--- src/ffba_pkg.sv ---
package ffba_pkg;

    localparam int DEFAULT_POOL_UNITS = 1024;
    localparam int CNT_W = 11;
    localparam int ADDR_W = 32;
    localparam int WORD_BITS = 32;
    localparam int WB_W = 5;

    localparam logic CMD_ALLOC = 1'b0;
    localparam logic CMD_FREE = 1'b1;

    localparam logic STATUS_OK = 1'b0;
    localparam logic STATUS_NOSPACE = 1'b1;

    typedef enum logic [2:0] {
        ST_CLEAR,
        ST_IDLE,
        ST_PREP,
        ST_SCAN,
        ST_MARK,
        ST_RESP
    } state_t;

endpackage

--- src/first_fit_bitmap_allocator_core.sv ---
// Sequence: accept, one setup state, a scan of the map words in order (one
// map word per cycle from the memory port), a mark pass over each word the run spans,
// and a write into the output register once that register is free.
// Throughput: one transaction at a time; free requests skip the scan.
// Reset: aresetn is synchronous and active low. After reset a clearing pass writes zero
// to every map word, during which no request is taken.
module first_fit_bitmap_allocator_core #(
    parameter int POOL_UNITS = ffba_pkg::DEFAULT_POOL_UNITS
) (
    input  logic                        aclk,
    input  logic                        aresetn,
    input  logic                        s_valid,
    output logic                        s_ready,
    input  logic                        s_command,
    input  logic [ffba_pkg::CNT_W-1:0]  s_unit_count,
    input  logic [ffba_pkg::ADDR_W-1:0] s_free_address,
    output logic                        m_valid,
    input  logic                        m_ready,
    output logic                        m_status,
    output logic [ffba_pkg::ADDR_W-1:0] m_run_address,
    input  logic                        cfg_valid,
    output logic                        cfg_ready,
    input  logic [ffba_pkg::ADDR_W-1:0] cfg_data
);

    localparam int WORD_BITS = ffba_pkg::WORD_BITS;
    localparam int WB_W = ffba_pkg::WB_W;
    localparam int NUM_WORDS = (POOL_UNITS + WORD_BITS - 1) / WORD_BITS;
    localparam int WADDR_W = (NUM_WORDS > 1) ? $clog2(NUM_WORDS) : 1;
    localparam int POS_W = $clog2(POOL_UNITS + 1);
    localparam int CW = (POS_W > ffba_pkg::CNT_W) ? POS_W + 1 : ffba_pkg::CNT_W + 1;
    localparam logic [CW-1:0] POOL_C = CW'(POOL_UNITS);
    localparam logic [WADDR_W-1:0] LAST_WORD = WADDR_W'(NUM_WORDS - 1);

    logic [WORD_BITS-1:0] mem [NUM_WORDS];
    logic [WORD_BITS-1:0] mem_rdata_reg;
    logic                 mem_re;
    logic [WADDR_W-1:0]   mem_raddr;
    logic                 mem_we;
    logic [WADDR_W-1:0]   mem_waddr;
    logic [WORD_BITS-1:0] mem_wdata;

    ffba_pkg::state_t state_reg, state_next;
    logic [WADDR_W-1:0]        ptr_reg, ptr_next;
    logic [WADDR_W-1:0]        last_word_reg, last_word_next;
    logic                      rd_act_reg, rd_act_next;
    logic                      dv_reg, dv_next;
    logic [WADDR_W-1:0]        dw_reg, dw_next;
    logic [CW-1:0]             carry_reg, carry_next;
    logic                      cmd_reg, cmd_next;
    logic [ffba_pkg::CNT_W-1:0] count_reg, count_next;
    logic [ffba_pkg::ADDR_W-1:0] off_reg, off_next;
    logic [CW-1:0]             start_reg, start_next;
    logic [CW-1:0]             end_reg, end_next;
    logic                      set_reg, set_next;
    logic                      status_reg, status_next;
    logic [ffba_pkg::ADDR_W-1:0] base_reg, base_next;
    logic                      m_valid_reg, m_valid_next;
    logic                      m_status_reg, m_status_next;
    logic [ffba_pkg::ADDR_W-1:0] m_addr_reg, m_addr_next;

    logic [CW-1:0]        count_ext;
    logic [CW-1:0]        eff_count;
    logic [WORD_BITS-1:0] busy_eff;
    logic [CW-1:0]        run_v [WORD_BITS];
    logic [WORD_BITS-1:0] hit_v;
    logic [WB_W-1:0]      hit_sel;
    logic                 scan_hit;
    logic [CW-1:0]        scan_start;
    logic [WORD_BITS-1:0] mark_mask;
    logic [CW-1:0]        free_start;
    logic [CW-1:0]        free_end_raw;
    logic [CW-1:0]        free_end;
    logic [CW-1:0]        free_last;
    logic [CW-1:0]        alloc_end;
    logic [CW-1:0]        alloc_last;
    logic                 free_skip;
    logic                 out_free;

    assign count_ext = CW'(count_reg);
    // A zero count looks for the first free unit, the same position a count of one finds.
    assign eff_count = (count_reg == '0) ? CW'(1) : count_ext;
    assign out_free = !m_valid_reg || m_ready;

    assign free_skip = (off_reg >= ffba_pkg::ADDR_W'(POOL_UNITS)) || (count_reg == '0);
    assign free_start = CW'(off_reg);
    assign free_end_raw = free_start + count_ext;
    assign free_end = (free_end_raw > POOL_C) ? POOL_C : free_end_raw;
    assign free_last = free_end - CW'(1);
    assign alloc_end = scan_start + count_ext;
    assign alloc_last = alloc_end - CW'(1);

    // Run length of free units ending at each bit of the word on the read port.
    always_comb begin
        logic                 hb;
        logic [WB_W-1:0]      p;
        logic [CW-1:0]        g;
        for (int b = 0; b < WORD_BITS; b++) begin
            g = CW'({dw_reg, WB_W'(b)});
            busy_eff[b] = mem_rdata_reg[b] | (g >= POOL_C);
            mark_mask[b] = (g >= start_reg) && (g < end_reg);
        end
        for (int i = 0; i < WORD_BITS; i++) begin
            hb = 1'b0;
            p = '0;
            for (int j = 0; j < WORD_BITS; j++) begin
                if (j <= i && busy_eff[j]) begin
                    hb = 1'b1;
                    p = WB_W'(j);
                end
            end
            if (hb) begin
                run_v[i] = CW'(i) - CW'(p);
            end else begin
                run_v[i] = carry_reg + CW'(i + 1);
            end
            hit_v[i] = run_v[i] >= eff_count;
        end
        hit_sel = '0;
        for (int i = WORD_BITS - 1; i >= 0; i--) begin
            if (hit_v[i]) begin
                hit_sel = WB_W'(i);
            end
        end
        scan_hit = |hit_v;
        scan_start = CW'({dw_reg, hit_sel}) + CW'(1) - eff_count;
    end

    always_comb begin
        state_next = state_reg;
        case (state_reg)
            ffba_pkg::ST_CLEAR: begin
                if (ptr_reg == LAST_WORD) begin
                    state_next = ffba_pkg::ST_IDLE;
                end
            end
            ffba_pkg::ST_IDLE: begin
                if (s_valid) begin
                    state_next = ffba_pkg::ST_PREP;
                end
            end
            ffba_pkg::ST_PREP: begin
                if (cmd_reg == ffba_pkg::CMD_ALLOC) begin
                    state_next = (count_ext > POOL_C) ? ffba_pkg::ST_RESP : ffba_pkg::ST_SCAN;
                end else begin
                    state_next = free_skip ? ffba_pkg::ST_RESP : ffba_pkg::ST_MARK;
                end
            end
            ffba_pkg::ST_SCAN: begin
                if (dv_reg) begin
                    if (scan_hit) begin
                        state_next = (count_reg == '0) ? ffba_pkg::ST_RESP : ffba_pkg::ST_MARK;
                    end else if (dw_reg == LAST_WORD) begin
                        state_next = ffba_pkg::ST_RESP;
                    end
                end
            end
            ffba_pkg::ST_MARK: begin
                if (dv_reg && dw_reg == last_word_reg) begin
                    state_next = ffba_pkg::ST_RESP;
                end
            end
            ffba_pkg::ST_RESP: begin
                if (out_free) begin
                    state_next = ffba_pkg::ST_IDLE;
                end
            end
            default: begin
                state_next = ffba_pkg::ST_CLEAR;
            end
        endcase
    end

    always_comb begin
        s_ready = 1'b0;
        mem_re = 1'b0;
        mem_raddr = ptr_reg;
        mem_we = 1'b0;
        mem_waddr = dw_reg;
        mem_wdata = '0;
        case (state_reg)
            ffba_pkg::ST_CLEAR: begin
                mem_we = 1'b1;
                mem_waddr = ptr_reg;
            end
            ffba_pkg::ST_IDLE: begin
                s_ready = 1'b1;
            end
            ffba_pkg::ST_SCAN: begin
                mem_re = rd_act_reg;
            end
            ffba_pkg::ST_MARK: begin
                mem_re = rd_act_reg;
                mem_we = dv_reg;
                mem_wdata = set_reg ? (mem_rdata_reg | mark_mask)
                                    : (mem_rdata_reg & ~mark_mask);
            end
            default: begin
                s_ready = 1'b0;
            end
        endcase
    end

    always_comb begin
        ptr_next = ptr_reg;
        last_word_next = last_word_reg;
        rd_act_next = rd_act_reg;
        dv_next = 1'b0;
        dw_next = ptr_reg;
        carry_next = carry_reg;
        cmd_next = cmd_reg;
        count_next = count_reg;
        off_next = off_reg;
        start_next = start_reg;
        end_next = end_reg;
        set_next = set_reg;
        status_next = status_reg;
        base_next = cfg_valid ? cfg_data : base_reg;
        m_valid_next = m_valid_reg && !m_ready;
        m_status_next = m_status_reg;
        m_addr_next = m_addr_reg;
        case (state_reg)
            ffba_pkg::ST_CLEAR: begin
                if (ptr_reg != LAST_WORD) begin
                    ptr_next = ptr_reg + WADDR_W'(1);
                end
            end
            ffba_pkg::ST_IDLE: begin
                cmd_next = s_command;
                count_next = s_unit_count;
                off_next = s_free_address - base_reg;
            end
            ffba_pkg::ST_PREP: begin
                status_next = ffba_pkg::STATUS_OK;
                rd_act_next = 1'b1;
                carry_next = '0;
                if (cmd_reg == ffba_pkg::CMD_ALLOC) begin
                    ptr_next = '0;
                    last_word_next = LAST_WORD;
                    set_next = 1'b1;
                    if (count_ext > POOL_C) begin
                        status_next = ffba_pkg::STATUS_NOSPACE;
                    end
                end else begin
                    set_next = 1'b0;
                    start_next = free_start;
                    end_next = free_end;
                    ptr_next = free_start[WB_W +: WADDR_W];
                    last_word_next = free_last[WB_W +: WADDR_W];
                end
            end
            ffba_pkg::ST_SCAN, ffba_pkg::ST_MARK: begin
                if (rd_act_reg) begin
                    dv_next = 1'b1;
                    dw_next = ptr_reg;
                    rd_act_next = (ptr_reg != last_word_reg);
                    if (ptr_reg != last_word_reg) begin
                        ptr_next = ptr_reg + WADDR_W'(1);
                    end
                end
                if (state_reg == ffba_pkg::ST_SCAN && dv_reg) begin
                    carry_next = run_v[WORD_BITS-1];
                    if (scan_hit) begin
                        start_next = scan_start;
                        end_next = alloc_end;
                        ptr_next = scan_start[WB_W +: WADDR_W];
                        last_word_next = alloc_last[WB_W +: WADDR_W];
                        rd_act_next = 1'b1;
                        dv_next = 1'b0;
                    end else if (dw_reg == LAST_WORD) begin
                        status_next = ffba_pkg::STATUS_NOSPACE;
                    end
                end
            end
            ffba_pkg::ST_RESP: begin
                if (out_free) begin
                    m_valid_next = 1'b1;
                    m_status_next = status_reg;
                    if (status_reg == ffba_pkg::STATUS_NOSPACE || cmd_reg == ffba_pkg::CMD_FREE) begin
                        m_addr_next = '0;
                    end else begin
                        m_addr_next = base_reg + ffba_pkg::ADDR_W'(start_reg);
                    end
                end
            end
            default: begin
                dv_next = 1'b0;
            end
        endcase
    end

    always_ff @(posedge aclk) begin
        if (mem_we) begin
            mem[mem_waddr] <= mem_wdata;
        end
        if (mem_re) begin
            mem_rdata_reg <= mem[mem_raddr];
        end
    end

    always_ff @(posedge aclk) begin
        if (!aresetn) begin
            state_reg <= ffba_pkg::ST_CLEAR;
            ptr_reg <= '0;
            rd_act_reg <= 1'b0;
            dv_reg <= 1'b0;
            base_reg <= '0;
            m_valid_reg <= 1'b0;
        end else begin
            state_reg <= state_next;
            ptr_reg <= ptr_next;
            rd_act_reg <= rd_act_next;
            dv_reg <= dv_next;
            base_reg <= base_next;
            m_valid_reg <= m_valid_next;
        end
    end

    always_ff @(posedge aclk) begin
        last_word_reg <= last_word_next;
        dw_reg <= dw_next;
        carry_reg <= carry_next;
        cmd_reg <= cmd_next;
        count_reg <= count_next;
        off_reg <= off_next;
        start_reg <= start_next;
        end_reg <= end_next;
        set_reg <= set_next;
        status_reg <= status_next;
        m_status_reg <= m_status_next;
        m_addr_reg <= m_addr_next;
    end

    assign cfg_ready = 1'b1;
    assign m_valid = m_valid_reg;
    assign m_status = m_status_reg;
    assign m_run_address = m_addr_reg;

    a_scan_no_write: assert property (@(posedge aclk) disable iff (!aresetn)
        (state_reg == ffba_pkg::ST_SCAN) |-> !mem_we)
        else $error("map written during scan");

    a_result_from_resp: assert property (@(posedge aclk) disable iff (!aresetn)
        $rose(m_valid_reg) |-> ($past(state_reg) == ffba_pkg::ST_RESP))
        else $error("result raised outside the response state");

    a_nospace_zero_addr: assert property (@(posedge aclk) disable iff (!aresetn)
        (m_valid_reg && m_status_reg == ffba_pkg::STATUS_NOSPACE) |-> (m_addr_reg == '0))
        else $error("failed allocation carries an address");

    a_mark_in_range: assert property (@(posedge aclk) disable iff (!aresetn)
        (state_reg == ffba_pkg::ST_MARK && dv_reg) |-> (dw_reg <= last_word_reg))
        else $error("mark pass beyond its last word");

endmodule

--- config.mk ---
export PLATFORM = sky130hd
export DESIGN_NAME = first_fit_bitmap_allocator_core
export DESIGN_NICKNAME = d
export VERILOG_FILES = /design/src/ffba_pkg.sv /design/src/first_fit_bitmap_allocator_core.sv
export SDC_FILE = /design/constraint.sdc
export NUM_CORES = 2
export LEC_CHECK = 0
export ABC_AREA = 1
export BUFFER_PORTS_ARGS = -buffer_cell sky130_fd_sc_hd__buf_4
export CAP_MARGIN = 0
export CORE_MARGIN = 2
export CORE_UTILIZATION = 33
export CTS_BUF_LIST = sky130_fd_sc_hd__clkbuf_16
export DETAILED_ROUTE_END_ITERATION = 16
export PLACE_DENSITY_LB_ADDON = 0.05
export SLEW_MARGIN = 20
export SYNTH_ARGS = -nofsm -noshare
export SYNTH_HDL_FRONTEND = slang
export SYNTH_SLANG_ARGS = --single-unit
--- constraint.sdc ---
create_clock -name aclk -period 8 [get_ports aclk]
set_input_delay 1.6 -clock aclk [delete_from_list [all_inputs] [get_ports aclk]]
set_output_delay 1.6 -clock aclk [all_outputs]
set_load 0.1 [all_outputs]
Word-level counts from Yosys, hierarchy flattened

Memories as Yosys holds them, arrays and structs flattened. A register that Yosys moved wholly into a read port is not among the register bits.
Cells that the tools add are included.

Input port bits: 81
Flip-flop bits (word level): 168
Memories: 1
Word-level logic and storage cells: 455
Output and inout port bits: 36
RAM bits: 1024

Equality and inequality tests: 22
Muxes and demuxes: 186
Bitwise logic cells: 3
Reductions and logical operators: 54
$add $sub $neg: 72
Order comparisons: 99

Memory list:

| memory | depth | bits a word | read ports | clocked after memory_dff | wr ports | line                                  | RTL |
|---|---|---|---|---|---|---|---|
| mem    | 32    | 32          | 1          | 1                        | 1        | first_fit_bitmap_allocator_core.sv:35 | `logic [WORD_BITS-1:0] mem [NUM_WORDS];` |

Operators with widths:

| kind                                                                     | number |
|---|---|
| 12-bit 2-to-1 mux                                                        | 40 |
| 10-bit by 12-bit >= comparator with 1-bit output                         | 32 |
| 12-bit by 11-bit >= comparator with 1-bit output                         | 32 |
| 10-bit by 12-bit less-than comparator with 1-bit output                  | 32 |
| 5-bit 2-to-1 mux                                                         | 72 |
| 12-bit by 5-bit adder with 12-bit output (second input constant)         | 16 |
| 12-bit by 4-bit adder with 12-bit output (second input constant)         | 8 |
| 5-bit by 5-bit subtractor with 6-bit output (first input constant)       | 16 |
| 12-bit case mux with 2 select lines                                      | 3 |
| 32-bit 2-to-1 mux                                                        | 2 |
| 1-bit 2-to-1 mux                                                         | 53 |
| 12-bit by 3-bit adder with 12-bit output (second input constant)         | 4 |
| 4-bit by 5-bit subtractor with 6-bit output (first input constant)       | 8 |
| 1-bit logical AND                                                        | 35 |
| 32-bit by 12-bit adder with 32-bit output                                | 1 |
| 32-bit AND                                                               | 1 |
| 32-bit by 11-bit >= comparator with 1-bit output (second input constant) | 1 |
| 32-bit NOT                                                               | 1 |
| 32-bit bitwise OR                                                        | 1 |
| 32-bit OR reduction                                                      | 1 |
| 32-bit subtractor                                                        | 1 |
| 3-bit 2-to-1 mux                                                         | 9 |
| 12-bit by 11-bit adder with 12-bit output                                | 2 |
| 12-bit by 2-bit adder with 12-bit output (second input constant)         | 2 |
| other kinds (37)                                                         | 63 |

Longest topological paths before layout

Word-level depth: 73
Mapped depth: 89
Mapped depth without buffers: 89

Least setup slack after synthesis

Ideal clock, no wire load.

Path type: reg2reg
From: reg mem_rdata_reg[4] (netlist: busy_eff[4]) (read register of mem)
To: reg last_word_reg[4], data pin
Period minus slack after synthesis: 8.097 ns
Library setup time: 0.254 ns
Cell stages (with the launch flop): 87
Buffers on the path: 0
Path slack: -0.097 ns
Arrival time: 7.843 ns
Required time: 7.746 ns
Path through: edfxtp_1 inv_2 nand2_4 nor2_2 nand2_4 inv_2 nor2_2 nor2_2 nand2_2 nor2_2 inv_2 nor2_4 nor2_4 nor2_4 nand2_2 nor2_2 inv_2 nor2_2 [... 51 more ...] ha_1 ha_1 fa_1 xor2_1 ha_1 a21oi_1 nand2_1 xor2_1 nor2_1 nand3_1 nor2_1 inv_1 nor2_1 inv_1 nor2_1 nand2_1 xor2_1 a21o_1

Word-level cells in the longest chain between the ends: 70
Elaborated cells between the ends (all ways): 179
Those cells by class: add/sub (32); order compare (28); mux (119)

Ends and longest elaborated chain:

| element                                            | line                                   | RTL |
|---|---|---|
| from (decl)                                        | first_fit_bitmap_allocator_core.sv:36  | `logic [WORD_BITS-1:0] mem_rdata_reg;` |
| 5-bit 2-to-1 mux (28 in series)                    | first_fit_bitmap_allocator_core.sv:107 | `if (j <= i && busy_eff[j]) begin` |
| 5-bit by 5-bit subtractor with 6-bit output        | first_fit_bitmap_allocator_core.sv:113 | `run_v[i] = CW'(i) - CW'(p);` |
| 12-bit 2-to-1 mux                                  | first_fit_bitmap_allocator_core.sv:112 | `if (hb) begin` |
| 12-bit by 11-bit >= comparator with 1-bit output   | first_fit_bitmap_allocator_core.sv:117 | `hit_v[i] = run_v[i] >= eff_count;` |
| 5-bit 2-to-1 mux (27 in series)                    | first_fit_bitmap_allocator_core.sv:121 | `if (hit_v[i]) begin` |
| 5-bit 2-to-1 mux (*) (5 in series)                 | first_fit_bitmap_allocator_core.sv:121 |  |
| 10-bit by 1-bit adder with 11-bit output (*)       | first_fit_bitmap_allocator_core.sv:126 | `scan_start = CW'({dw_reg, hit_sel}) + CW'(1) - eff_count;` |
| 11-bit by 11-bit subtractor with 12-bit output (*) | first_fit_bitmap_allocator_core.sv:126 |  |
| 12-bit by 11-bit adder with 12-bit output (*)      | first_fit_bitmap_allocator_core.sv:90  | `assign alloc_end = scan_start + count_ext;` |
| 10-bit by 1-bit subtractor with 10-bit output (*)  | first_fit_bitmap_allocator_core.sv:91  | `assign alloc_last = alloc_end - CW'(1);` |
| 5-bit 2-to-1 mux (*)                               | first_fit_bitmap_allocator_core.sv:263 | `if (scan_hit) begin` |
| 5-bit 2-to-1 mux (*)                               | first_fit_bitmap_allocator_core.sv:261 | `if (state_reg == ffba_pkg::ST_SCAN && dv_reg) begin` |
| 5-bit case mux with 2 select lines (*)             | first_fit_bitmap_allocator_core.sv:222 | `case (state_reg)` |
| net last_word_next[4]                              | first_fit_bitmap_allocator_core.sv:45  | `logic [WADDR_W-1:0] last_word_reg, last_word_next;` |
| to (signal assigned)                               | first_fit_bitmap_allocator_core.sv:320 | `last_word_reg <= last_word_next;` |
| to (decl)                                          | first_fit_bitmap_allocator_core.sv:45  |  |

The timed path passes the listed nets; every way through them passes the cells marked *. The select of a mux whose other input is x is not followed.
A chain may end at the register's enable or synchronous reset.

Worst setup path in the final report

From: reg mem_rdata_reg[2] (netlist: busy_eff[2]) (read register of mem)
To: reg last_word_reg[4], data pin

Word-level cells in the longest chain between the ends: 72
Elaborated cells between the ends (all ways): 189
Those cells by class: add/sub (34); order compare (30); mux (125)

Ends and longest elaborated chain:

| element                                            | line |
|---|---|
| 5-bit 2-to-1 mux (30 in series)                    | first_fit_bitmap_allocator_core.sv:107 |
| 5-bit by 5-bit subtractor with 6-bit output        | first_fit_bitmap_allocator_core.sv:113 |
| 12-bit 2-to-1 mux                                  | first_fit_bitmap_allocator_core.sv:112 |
| 12-bit by 11-bit >= comparator with 1-bit output   | first_fit_bitmap_allocator_core.sv:117 |
| 5-bit 2-to-1 mux (29 in series)                    | first_fit_bitmap_allocator_core.sv:121 |
| 5-bit 2-to-1 mux (*) (3 in series)                 | first_fit_bitmap_allocator_core.sv:121 |
| 10-bit by 1-bit adder with 11-bit output (*)       | first_fit_bitmap_allocator_core.sv:126 |
| 11-bit by 11-bit subtractor with 12-bit output (*) | first_fit_bitmap_allocator_core.sv:126 |
| 12-bit by 11-bit adder with 12-bit output (*)      | first_fit_bitmap_allocator_core.sv:90 |
| 10-bit by 1-bit subtractor with 10-bit output (*)  | first_fit_bitmap_allocator_core.sv:91 |
| 5-bit 2-to-1 mux (*)                               | first_fit_bitmap_allocator_core.sv:263 |
| 5-bit 2-to-1 mux (*)                               | first_fit_bitmap_allocator_core.sv:261 |
| 5-bit case mux with 2 select lines (*)             | first_fit_bitmap_allocator_core.sv:222 |
| net last_word_next[4]                              | first_fit_bitmap_allocator_core.sv:45 |

Marks and branches as above.

==> metrics.md <==
| Metric | Value |
|---|---|
| Status | `finished, violations left` |
| Violated checks | `setup timing` |
| Synth Flop Type | `edfxtp_1` |
| DIE AREA | `209000 um^2` |
| Max_cap viols | `0` |
| RSZ-0062 raised after global routing | `true` |
| Worst-path clk slew | `0.06 ns` |
| Post-Route WL | `264000 um` |
| Post-Syn Nets | `7542` |
| Die width | `457 um` |
| Max Buffers Root-to-Sink | `3` |
| CP max stage cell | `fa_2` |
| Via density per instance | `5.34` |
| Final worst path period share | `1.12` |
| Synthesized flop and latch total | `roughly 1200` |
| Final setup vio count | `22` |
| Final setup margin | `-0.922 ns` |
| Share of post-route cells with drive strength above 1 | `0.169` |
| Design Power | `25.5 mW` |
| Data required, critical path | `8.51 ns` |
| Power Dens Cells | `312 nW/um^2` |
| R2R setup slack | `-0.92 ns` |
| Multi-input logic area | `roughly 29000 um^2` |
| Syn-to-layout area delta | `20.4%` |
| # nets final | `between 8000 and 9000` |
| LEAKAGE | `31.7 nW` |
| Placed Instances | `between 10000 and 15000` |
| Slew Limit Headroom | `0.267` |
| Total gr overflow | `0` |
| Clock Sinks | `1224` |
| Worst vdd ir | `0.230 mV` |
| Least-Margin Pin Slew | `1.10 ns` |
| Worst min-delay path class | `flip-flop to flip-flop` |
| DR iter-0 viols | `~4700` |
| Cell mode on critical path | `nand2_1` |
| Syn Inst Count | `6959` |
| Die Y | `457 um` |
| DRC viols | `0` |
| YS warnings | `0` |
| Synth cell types | `70` |
| Row count | `roughly 170` |
| Final hold violations | `0` |
| Skew final | `0.0374 ns` |
| H-tree level count | `4` |
| CP Capture Type | `flip-flop` |
| Area contributors post-synth | `edfxtp_1, ha_1, o21ai_0` |
| Syn_area_per_cell | `roughly 9.7 um^2` |
| Yosys top cell area share | `0.521` |
| Crit-path max FO | `3` |
| Largest net degree at the start of global routing | `161` |
| Vias in the first global route | `53700` |
| Root Driver | `clkbuf_16` |
| Peak Freq | `about 0.11 GHz` |
| Tmin final | `a little under 9 ns` |
| Routed len/inst | `roughly 25 um` |
| DRT Pass-1 Iters | `6` |
| Kind of critical path | `flip-flop to flip-flop` |
| First-pass GRT wire length | `381000 um` |
| Antenna violations before repair | `2` |
| Worst EP arrival | `9.43 ns` |
| Async set-reset flop share out of synthesis | `0` |
| Port bufs | `about 120` |
| GP Congestion | `0.962` |
| Largest register FFs | `about 1000` |
| Top Ports | `117` |
| Layout fillers | `20400` |
| CP startpoint kind | `flip-flop` |
| Worst skew pair latency | `0.79 ns` |
| Post-DRT Antenna Nets | `0` |
| CTS tree | `built` |
| Post-Syn Area | `67800 um^2` |
| # hold bufs at CTS | `0` |
| Total GRT Usage | `0.247` |
| Core area | `slightly above 200000 um^2` |
| Vias | `55300` |
| Top reg by flops | `mem` |
| Post-DP HPWL | `170000 um` |
| Post-Layout Cell Count | `10400` |
| EDFF count, synth | `between 1000 and 1500` |
| Reg area | `36300 um^2` |
| Max-slew violations | `0` |
| Register area share after synthesis | `0.535` |
| Yosys top cell by area | `edfxtp_1` |
| Initial core utilization | `0.332` |
| Pre-CTS setup slack | `-1.41 ns` |
| CP peak stage delay | `0.46 ns` |
| CTS Buf Count | `140` |
-- final timing paths --
check                      startpoint                    endpoint  cells after the start
max reg2reg     busy_eff[2]$_DFFE_PP_  last_word_reg[4]$_DFFE_PP_                     78
min reg2reg  status_reg$_SDFFCE_PN1P_          m_status$_DFFE_PP_                      0
min          status_reg$_SDFFCE_PN1P_          m_status$_DFFE_PP_                      0
max             busy_eff[2]$_DFFE_PP_  last_word_reg[4]$_DFFE_PP_                     78
-- critical path, delay by kind of cell, from the launching register on --
kind            cells  cell delay [ns]
fa+ha+maj           6             1.55
flops               1             0.43
simple gates       38             2.58
compound gates     19             2.62
buf+inv            13             1.13
xor+xnor            2             0.36
-- layer usage --
| layer | vias to the layer above | global-route usage | share of wire |
|---|---|---|---|
| met5 | - | 0 | 0 |
| met1 | 27400 | 0.345 | 0.46 |
| met2 | 1532 | 0.403 | 0.46 |
| met3 | 359 | 0.0266 | 0.045 |
| met4 | 0 | 0.0749 | 0.032 |
| li1 | 26000 | - | - |
-- through the flow --
step	setup TNS, ns	hold slack (ns)	cell area, um^2	utilization
floorplan	0	0.329	67800	-
global placement	-18.79	0.459	75900	0.371
detailed placement	-19.69	0.453	75900	0.371
CTS	-8.71	0.468	81300	0.398
global route	-22.79	0.499	81600	0.399
finish	-9.16	0.460	81600	0.399
-- where the power goes --
part           switching [mW]  total (mW)  internal (mW)
logic                    7.23        10.6           3.33
clock network            2.70        6.07           3.37
registers               0.461        8.84           8.38
-- cell usage in the layout, fill, tap and decap left out, drive strengths merged, types with 7 or more instances in the layout --
master  count
or2         9
a221oi     12
edfxtp   1176
o21bai     21
a211oi     38
o32ai      10
nor3       49
a311oi      7
nand2     767
o21a        7
nor4       16
ha        497
a21boi     25
xor2      179
inv       568
buf       782
a31oi      37
o221ai     30
o211ai     18
o22ai     316
o31ai      10
clkbuf    141
nand4      54
o21ai    1001
nand3     110
clkinv     84
dfxtp      48
xnor2      32
a21oi     435
nor2     1136
-- cell usage after synthesis, types with 50 or more instances --
master,count
a21oi_1,427
nand4_1,50
nand3_1,104
nand2_1,748
nor2_1,1099
ha_1,497
edfxtp_1,1176
o21ai_0,987
xor2_1,179
o22ai_1,316
clkbuf_1,295
inv_1,495
-- cells by family after synthesis --
group / after synthesis / synth area share
AND/OR/NAND/NOR: 2155 / 0.132
flip-flops: 1224 / 0.535
other: 1 / 0.0000553
AO/OA/AOI/OAI: 1995 / 0.164
buffers and inverters: 871 / 0.0485
XOR/XNOR: 211 / 0.0273
adder cells (fa/ha/maj): 502 / 0.0932
-- final cells by class --
cell class,count,share of cell area
clock buffer,141,0.0432
inverter,544,0.0253
tap,2688,0.0412
antenna,2,0.0000613
timing repair buffer,782,0.0760
multi-input combinational,4864,0.361
sequential,1224,0.445
clock inverter,114,0.00918
-- timing repair --
item / CTS / global route
setup endpoints to repair: 27 / 29
pin swaps: 60 / 60
gates cloned: 0 / 0
endpoints found under the hold margin: 0 / 0
gates resized for setup: 141 / 69
setup buffers: 81 / 23
Note: power is estimated with default switching activity, not from simulation.
